<file path="config.mk">
export PLATFORM = sky130hd
export DESIGN_NAME = threshold_ramp_cooldown_controller
export DESIGN_NICKNAME = d
export VERILOG_FILES = /design/src/rtl/trcc_pkg.sv /design/src/rtl/threshold_ramp_cooldown_controller.sv /design/src/rtl/trcc_div.sv
export SDC_FILE = /design/constraint.sdc
export NUM_CORES = 2
export LEC_CHECK = 0
export ABC_AREA = 1
export BUFFER_PORTS_ARGS = -buffer_cell sky130_fd_sc_hd__buf_2
export CORE_AREA = 4 4 289 291
export DETAILED_ROUTE_END_ITERATION = 16
export DIE_AREA = 0 0 293 295
export HOLD_SLACK_MARGIN = 0.08
export PLACE_DENSITY = 0.77
export SLEW_MARGIN = 5
export SYNTH_ARGS = -nofsm -noshare
export SYNTH_HDL_FRONTEND = slang
export SYNTH_SLANG_ARGS = --single-unit
</file>
<file path="constraint.sdc">
create_clock -name clk -period 6.5 [get_ports clk]
set_input_delay 1.3 -clock clk [delete_from_list [all_inputs] [get_ports clk]]
set_output_delay 1.3 -clock clk [all_outputs]
set_load 0.01 [all_outputs]
</file>
<file path="src/rtl/trcc_pkg.sv">
`default_nettype none

package trcc_pkg;

  localparam int TIME_W     = 32;
  localparam int LEVEL_W    = 12;
  localparam int SPEED_W    = 10;
  localparam int MODE_W     = 2;
  localparam int TRIP_W     = 16;
  localparam int CFG_IDX_W  = 4;
  localparam int CFG_DATA_W = 32;
  localparam int PROD_W     = TIME_W + SPEED_W;

  typedef struct packed {
    logic [TIME_W-1:0]  time_now;
    logic [LEVEL_W-1:0] sensor_level;
  } in_t;

  typedef struct packed {
    logic [SPEED_W-1:0] motor_speed;
    logic [MODE_W-1:0]  mode;
    logic [TRIP_W-1:0]  trip_count;
  } out_t;

  localparam logic [MODE_W-1:0] MODE_START = MODE_W'(0);
  localparam logic [MODE_W-1:0] MODE_RAMP  = MODE_W'(1);
  localparam logic [MODE_W-1:0] MODE_COOL  = MODE_W'(2);

  typedef enum logic [CFG_IDX_W-1:0] {
    REG_UPPER_THRESHOLD    = CFG_IDX_W'(0),
    REG_RELEASE_THRESHOLD  = CFG_IDX_W'(1),
    REG_RAMP_TICKS         = CFG_IDX_W'(2),
    REG_PLATEAU_TICKS      = CFG_IDX_W'(3),
    REG_BREAK_OFFSET_TICKS = CFG_IDX_W'(4),
    REG_SPEED_MIN          = CFG_IDX_W'(5),
    REG_SPEED_MAX          = CFG_IDX_W'(6),
    REG_COOLDOWN_MIN_TICKS = CFG_IDX_W'(7)
  } cfg_reg_t;

  localparam logic [LEVEL_W-1:0] RST_UPPER_THRESHOLD    = LEVEL_W'(3000);
  localparam logic [LEVEL_W-1:0] RST_RELEASE_THRESHOLD  = LEVEL_W'(1500);
  localparam logic [TIME_W-1:0]  RST_RAMP_TICKS         = TIME_W'(10000);
  localparam logic [TIME_W-1:0]  RST_PLATEAU_TICKS      = TIME_W'(5000);
  localparam logic [TIME_W-1:0]  RST_BREAK_OFFSET_TICKS = TIME_W'(5000);
  localparam logic [SPEED_W-1:0] RST_SPEED_MIN          = SPEED_W'(100);
  localparam logic [SPEED_W-1:0] RST_SPEED_MAX          = SPEED_W'(1023);
  localparam logic [TIME_W-1:0]  RST_COOLDOWN_MIN_TICKS = TIME_W'(10000);

endpackage

`default_nettype wire

</file>
<file path="src/rtl/threshold_ramp_cooldown_controller.sv">
//  channel  | direction | handshake              | payload
//  in       | input     | in_valid / in_ready    | in_data   (time_now, sensor_level)
//  out      | output    | out_valid / out_ready  | out_data  (motor_speed, mode, trip_count)
//  cfg      | input     | cfg_valid / cfg_ready  | cfg_index, cfg_data
//
//  a dividing ramp word passes evaluate, check, multiply, ten restoring-division
//  steps in the divider, quotient take-up and output load; a capped ramp word
//  passes evaluate, check and output load, others evaluate and output load; in_ready
//  is high only when idle; the finished result sits in an output register; a stalled
//  out_ready holds the sequencer in its emit step until the register frees
//  synchronous active-high reset restores register defaults and the controller state
`default_nettype none

module threshold_ramp_cooldown_controller (
  input  wire logic                               clk,
  input  wire logic                               rst,
  input  wire logic                               in_valid,
  output logic                                    in_ready,
  input  wire trcc_pkg::in_t                      in_data,
  output logic                                    out_valid,
  input  wire logic                               out_ready,
  output trcc_pkg::out_t                          out_data,
  input  wire logic                               cfg_valid,
  output logic                                    cfg_ready,
  input  wire logic [trcc_pkg::CFG_IDX_W-1:0]     cfg_index,
  input  wire logic [trcc_pkg::CFG_DATA_W-1:0]    cfg_data
);

  localparam int TW = trcc_pkg::TIME_W;
  localparam int LW = trcc_pkg::LEVEL_W;
  localparam int SW = trcc_pkg::SPEED_W;
  localparam int MW = trcc_pkg::MODE_W;
  localparam int CW = trcc_pkg::TRIP_W;

  typedef enum logic [5:0] {
    S_IDLE = 6'b000001,
    S_EVAL = 6'b000010,
    S_CHK  = 6'b000100,
    S_MUL  = 6'b001000,
    S_DIV  = 6'b010000,
    S_EMIT = 6'b100000
  } state_t;

  state_t state, state_next;

  logic [LW-1:0] upper_threshold, release_threshold;
  logic [TW-1:0] ramp_ticks, plateau_ticks, break_offset_ticks, cooldown_min_ticks;
  logic [SW-1:0] speed_min, speed_max;

  logic [MW-1:0] mode_reg;
  logic [TW-1:0] ramp_start, cooldown_start;
  logic [CW-1:0] trip_counter;
  logic [SW-1:0] speed_reg;

  logic [TW-1:0] now;
  logic [LW-1:0] level;
  logic [TW-1:0] elapsed;

  logic [TW-1:0]              elapsed_raw, cool_elapsed;
  logic [TW:0]                ramp_limit;
  logic                       past_plateau;
  logic                       go_max;
  logic [SW-1:0]              span;
  logic [trcc_pkg::PROD_W-1:0] product;
  logic                       div_start, div_done;
  logic [SW-1:0]              div_quot;
  logic                       out_free;

  assign in_ready  = (state == S_IDLE);
  assign cfg_ready = 1'b1;
  assign out_free  = !out_valid || out_ready;

  assign elapsed_raw  = now - ramp_start;
  assign cool_elapsed = now - cooldown_start;
  assign ramp_limit   = {1'b0, ramp_ticks} + {1'b0, plateau_ticks};
  assign past_plateau = {1'b0, elapsed_raw} > ramp_limit;
  assign go_max       = (ramp_ticks == '0) || (speed_max <= speed_min) ||
                        (elapsed >= ramp_ticks);
  assign span         = speed_max - speed_min;
  assign product      = {{SW{1'b0}}, elapsed} * {{TW{1'b0}}, span};
  assign div_start    = (state == S_MUL);

  trcc_div u_div (
    .clk      (clk),
    .rst      (rst),
    .start    (div_start),
    .dividend (product),
    .divisor  (ramp_ticks),
    .done     (div_done),
    .quotient (div_quot)
  );

  // configuration registers
  always_ff @(posedge clk) begin
    if (rst) begin
      upper_threshold    <= trcc_pkg::RST_UPPER_THRESHOLD;
      release_threshold  <= trcc_pkg::RST_RELEASE_THRESHOLD;
      ramp_ticks         <= trcc_pkg::RST_RAMP_TICKS;
      plateau_ticks      <= trcc_pkg::RST_PLATEAU_TICKS;
      break_offset_ticks <= trcc_pkg::RST_BREAK_OFFSET_TICKS;
      speed_min          <= trcc_pkg::RST_SPEED_MIN;
      speed_max          <= trcc_pkg::RST_SPEED_MAX;
      cooldown_min_ticks <= trcc_pkg::RST_COOLDOWN_MIN_TICKS;
    end else if (cfg_valid) begin
      unique case (trcc_pkg::cfg_reg_t'(cfg_index))
        trcc_pkg::REG_UPPER_THRESHOLD:    upper_threshold    <= cfg_data[LW-1:0];
        trcc_pkg::REG_RELEASE_THRESHOLD:  release_threshold  <= cfg_data[LW-1:0];
        trcc_pkg::REG_RAMP_TICKS:         ramp_ticks         <= cfg_data[TW-1:0];
        trcc_pkg::REG_PLATEAU_TICKS:      plateau_ticks      <= cfg_data[TW-1:0];
        trcc_pkg::REG_BREAK_OFFSET_TICKS: break_offset_ticks <= cfg_data[TW-1:0];
        trcc_pkg::REG_SPEED_MIN:          speed_min          <= cfg_data[SW-1:0];
        trcc_pkg::REG_SPEED_MAX:          speed_max          <= cfg_data[SW-1:0];
        trcc_pkg::REG_COOLDOWN_MIN_TICKS: cooldown_min_ticks <= cfg_data[TW-1:0];
        default: ;
      endcase
    end
  end

  // sequencer
  always_comb begin
    state_next = state;
    unique case (state)
      S_IDLE: if (in_valid) state_next = S_EVAL;
      S_EVAL: begin
        if (mode_reg == trcc_pkg::MODE_RAMP && level < upper_threshold) begin
          state_next = S_CHK;
        end else begin
          state_next = S_EMIT;
        end
      end
      S_CHK:  state_next = go_max ? S_EMIT : S_MUL;
      S_MUL:  state_next = S_DIV;
      S_DIV:  if (div_done) state_next = S_EMIT;
      S_EMIT: if (out_free) state_next = S_IDLE;
      default: state_next = S_IDLE;
    endcase
  end

  always_ff @(posedge clk) begin
    if (rst) begin
      state <= S_IDLE;
    end else begin
      state <= state_next;
    end
  end

  // input word capture
  always_ff @(posedge clk) begin
    if (state == S_IDLE && in_valid) begin
      now   <= in_data.time_now;
      level <= in_data.sensor_level;
    end
  end

  // controller state
  always_ff @(posedge clk) begin
    if (rst) begin
      mode_reg       <= trcc_pkg::MODE_START;
      ramp_start     <= '0;
      cooldown_start <= '0;
      trip_counter   <= '0;
      speed_reg      <= '0;
    end else begin
      unique case (state)
        S_EVAL: begin
          case (mode_reg)
            trcc_pkg::MODE_RAMP: begin
              if (level < upper_threshold) begin
                if (past_plateau) begin
                  ramp_start <= now - break_offset_ticks;
                end
              end else begin
                speed_reg      <= '0;
                mode_reg       <= trcc_pkg::MODE_COOL;
                cooldown_start <= now;
                if (trip_counter != '1) begin
                  trip_counter <= trip_counter + CW'(1);
                end
              end
            end
            trcc_pkg::MODE_COOL: begin
              if (cool_elapsed >= cooldown_min_ticks && level < release_threshold) begin
                ramp_start <= now;
                mode_reg   <= trcc_pkg::MODE_RAMP;
              end
            end
            default: begin
              ramp_start <= now;
              mode_reg   <= trcc_pkg::MODE_RAMP;
            end
          endcase
        end
        S_CHK: if (go_max) speed_reg <= speed_max;
        S_DIV: if (div_done) speed_reg <= speed_min + div_quot;
        default: ;
      endcase
    end
  end

  always_ff @(posedge clk) begin
    if (state == S_EVAL) begin
      elapsed <= past_plateau ? break_offset_ticks : elapsed_raw;
    end
  end

  // output register
  always_ff @(posedge clk) begin
    if (rst) begin
      out_valid <= 1'b0;
    end else if (state == S_EMIT && out_free) begin
      out_valid <= 1'b1;
    end else if (out_ready) begin
      out_valid <= 1'b0;
    end
  end

  always_ff @(posedge clk) begin
    if (state == S_EMIT && out_free) begin
      out_data.motor_speed <= speed_reg;
      out_data.mode        <= mode_reg;
      out_data.trip_count  <= trip_counter;
    end
  end

`ifndef SYNTHESIS
  a_cool_zero_speed: assert property (@(posedge clk) disable iff (rst)
    out_valid && out_data.mode == trcc_pkg::MODE_COOL |-> out_data.motor_speed == '0)
    else $error("motor speed not zero in cooldown");

  a_trip_monotonic: assert property (@(posedge clk) disable iff (rst)
    !$past(rst) |-> trip_counter >= $past(trip_counter))
    else $error("trip counter went backwards");

  a_div_done_in_div: assert property (@(posedge clk) disable iff (rst)
    div_done |-> state == S_DIV)
    else $error("divider finished outside its step");

  a_accept_to_eval: assert property (@(posedge clk) disable iff (rst)
    in_valid && in_ready |=> state == S_EVAL)
    else $error("accepted word not evaluated");
`endif

endmodule

`default_nettype wire

</file>
<file path="src/rtl/trcc_div.sv">
`default_nettype none

module trcc_div (
  input  wire logic                          clk,
  input  wire logic                          rst,
  input  wire logic                          start,
  input  wire logic [trcc_pkg::PROD_W-1:0]   dividend,
  input  wire logic [trcc_pkg::TIME_W-1:0]   divisor,
  output logic                               done,
  output logic [trcc_pkg::SPEED_W-1:0]       quotient
);

  localparam int QW    = trcc_pkg::SPEED_W;
  localparam int TW    = trcc_pkg::TIME_W;
  localparam int CNT_W = $clog2(QW);

  // remainder stays below divisor, so only QW quotient bits are produced
  logic [TW-1:0]    rem;
  logic [QW-1:0]    low;
  logic [TW-1:0]    dvs;
  logic [CNT_W-1:0] cnt;
  logic             busy;

  logic [TW:0]   partial;
  logic [TW+1:0] diff;
  logic          borrow;

  assign partial  = {rem, low[QW-1]};
  assign diff     = {1'b0, partial} - {2'b00, dvs};
  assign borrow   = diff[TW+1];
  assign quotient = low;

  always_ff @(posedge clk) begin
    if (rst) begin
      busy <= 1'b0;
      done <= 1'b0;
      cnt  <= '0;
    end else begin
      done <= 1'b0;
      if (start) begin
        busy <= 1'b1;
        cnt  <= '0;
      end else if (busy) begin
        cnt <= cnt + CNT_W'(1);
        if (cnt == CNT_W'(QW - 1)) begin
          busy <= 1'b0;
          done <= 1'b1;
        end
      end
    end
  end

  always_ff @(posedge clk) begin
    if (start) begin
      rem <= dividend[trcc_pkg::PROD_W-1:QW];
      low <= dividend[QW-1:0];
      dvs <= divisor;
    end else if (busy) begin
      if (!borrow) begin
        rem <= diff[TW-1:0];
      end else begin
        rem <= partial[TW-1:0];
      end
      low <= {low[QW-2:0], ~borrow};
    end
  end

endmodule

`default_nettype wire
</file>
==> metrics.txt <==
number of synthesized flops with an enable pin=178; Top cell by count, worst path=nand2_1; Root Driver=clkbuf_16; Hold Path Class=register to register; vias in the first global route=36900; post-route ant nets=0; clk_lat worst skew=0.63 ns; Worst slew margin=0.213; combinational fraction of design power=0.736; PD cells=515 mW/mm2; io pins=116; worst clock skew=0.0328 ns; final hold slack=0.432 ns; Hold Crit Start=speed_reg[6]$_SDFFE_PP0P_; die area=0.0864 mm2; Seq cells post-synth=455; initial core utilization=0.500; Slew Viols, Final=0; share of cells above drive strength 1=0.124; ys async rst share=0; DR vias=37800; WP data required=6.89 ns; Hold Vio Cnt, Final=0; critical path arrival=6.79 ns; Crit Path Category=register to register; Iteration-0 DRC Markers=3129; # rows=104; Pint=0.0127 W; DRC errors left=0; TritonCTS clock tree=yes; CORE AREA=0.0805 mm2; Routed WL per cell=19.9 um; maximum VDD drop=0.656 mV; cts hold-fix bufs=0; chip width=293 um; HPWL after DPL=110000 um; ANT cells=0; sequential cell area fraction in the yosys report=0.270; clk slew on worst S/H paths=0.06 ns; initial antenna violation count=2; grt ovf=0; total CTS buffers=51; Slowest cell on crit path=fa_2; Layout Area Growth over Synthesis=15.8%; Placed Area=0.0434 mm2; Yosys Warn Count=0; gp weighted congestion=1.08; CTS Buffer Depth=3; Crit. Startpoint=speed_max[0]$_SDFFE_PP1P_; first-pass GRT wire length=206000 um; RSZ-0062 raised after global routing=true; DR vias/cell=5.51; outcome=finished clean; clock share of power=0.133; drt first pass iters=6; Final min period=6.40 ns; Reg power frac=0.131; input/output buffers=114; Sink Count=455; Worst setup SP type=register; mapped cell area=0.0403 mm2; Mapped Avg Cell Area=7.32 um2; static leakage=21.9 nW; Crit. End Element=register; Top FF cell, synth=dfxtp_1; Post-Route WL=137000 um; post-synthesis cell type count=54; Gate Count Post-Synth=5500; r2r startpoint=speed_max[0]$_SDFFE_PP1P_; critical path fanouts, max=8; H-tree level count=2; final setup vio count=0; measured slew at the worst slew-check pin=1.18 ns; crit share post-route=0.985; total of max-cap violations=0; P_sw=0.0113 W; max frequency=156 MHz; slowest stage delay, CP=0.55 ns; Design Area, Final=0.0466 mm2; nets@finish=6461; Tot GR Track Use=0.307; Sw Ratio=0.470; syn_nets=6204; Chip Height=295 um; largest net degree at the start of global routing=145
[path summary, 6_finish.rpt]
kind / end / slack [ns] / cells after the start
setup / recovery: u_div.rem[18]$_DFFE_PP_ / 0.1 / 30
setup reg to reg: u_div.rem[18]$_DFFE_PP_ / 0.1 / 30
hold / removal: out_data[24]$_DFFE_PP_ / 0.43 / 0
hold reg to reg: out_data[24]$_DFFE_PP_ / 0.43 / 0
[critical path, delay by kind of cell (launching register included)]
kind                     cells  cell delay, ns
flip-flops                   1            0.31
adder cells (fa/ha/maj)      8            3.39
AO/OA/AOI/OAI                3            0.57
AND/OR/NAND/NOR             14            1.52
buffers and inverters        5            0.34
[synth_stat cells, drive strengths merged (33+ instances only)]
cell / count / area [um2]
o211ai: 34 / 255
dfxtp: 277 / 5550
inv: 907 / 3400
nand3: 191 / 991
a21oi: 487 / 2440
nor2: 646 / 2430
edfxtp: 178 / 5350
buf: 37 / 195
fa: 245 / 4900
nand2: 1167 / 4410
ha: 374 / 4680
nor3: 54 / 270
o21ai: 412 / 2070
xor2: 85 / 744
xnor2: 56 / 490
clkbuf: 97 / 364
a21o: 33 / 248
nand4: 50 / 313
[routing by layer]
layer | vias up | part of all wire | global-route usage
met5 | - | 0 | 0
met4 | 0 | 0.077 | 0.194
met3 | 366 | 0.061 | 0.0401
met2 | 1379 | 0.47 | 0.526
met1 | 17800 | 0.39 | 0.366
li1 | 18300 | - | -
[cell type report]
type	instances	area, um2
inverter	912	3430
fill	7395	33900
tap	1060	1330
sequential	455	10900
clock inverter	33	463
multi-input combinational	3999	26700
clock buffer	63	1370
timing repair buffer	338	2460
[logic make-up (layout without fill, tap and decap cells)]
family	count (synthesis)	in the layout	synth area share
AOI/OAI and AO/OA	1055	1055	0.141
xor gates and xnor gates	141	141	0.0307
adders and majority gates	619	619	0.238
buffers and inverters	1046	1346	0.0989
DFF	455	455	0.270
other	1	1	0.0000931
and+or+nand+nor	2183	2183	0.221
[power by group through the flow]
stage               Sequential [W]  Clock (W)  Combinational (W)
floorplan                  0.00315          0            0.00742
global placement           0.00319          0             0.0128
detailed placement         0.00320          0             0.0129
CTS                        0.00313    0.00324             0.0147
global route               0.00314    0.00336             0.0192
finish                     0.00314    0.00320             0.0177
[cells in the final DEF (no fill, tap or decap), types with 17 or more instances in the layout]
cell	netlist	routed
a21oi_1	487	456
xnor2_1	56	56
a31oi_1	24	20
buf_2	15	114
buf_4	6	203
xor2_1	85	82
o21ai_0	401	367
nor2_2	2	30
fa_1	245	234
inv_1	899	856
nor2_4	0	26
o21ai_1	10	34
a21o_1	33	33
dfxtp_1	277	272
o21a_1	17	17
nor3_1	54	50
clkbuf_16	0	53
nand2_1	1161	1122
nand4_1	50	50
a21oi_2	0	26
or2_2	22	21
o211ai_1	34	34
nand3b_1	19	19
inv_2	8	48
ha_4	0	30
edfxtp_1	178	178
nand3_1	187	176
nand2_4	3	17
ha_1	374	343
nand2_2	3	26
nor2_1	644	590
[per-stage QoR]
stage | setup TNS (ns) | total power [W] | setup slack (ns) | utilization | std cells
2_1_floorplan | 0 | 0.0106 | 0.0580 | - | 5500
3_3_place_gp | -4.86 | 0.0160 | -0.294 | 0.538 | 6748
3_5_place_dp | -7.56 | 0.0161 | -0.375 | 0.538 | 6748
4_1_cts | -0.0411 | 0.0211 | -0.0233 | 0.569 | 6852
5_1_grt | -2.20 | 0.0257 | -0.212 | 0.579 | 6860
6_report | 0 | 0.0240 | 0.0957 | 0.579 | 6860
[repair_timing]
| action | CTS | global route |
|---|---|---|
| buffers inserted | 7 | 9 |
| endpoints found under the setup margin | 29 | 31 |
| gates cloned | 1 | 1 |
| pin swaps | 52 | 182 |
| endpoints found under the hold margin | 0 | 0 |
| resized for setup | 111 | 240 |
No activity file was read; power rests on OpenSTA's default activity.
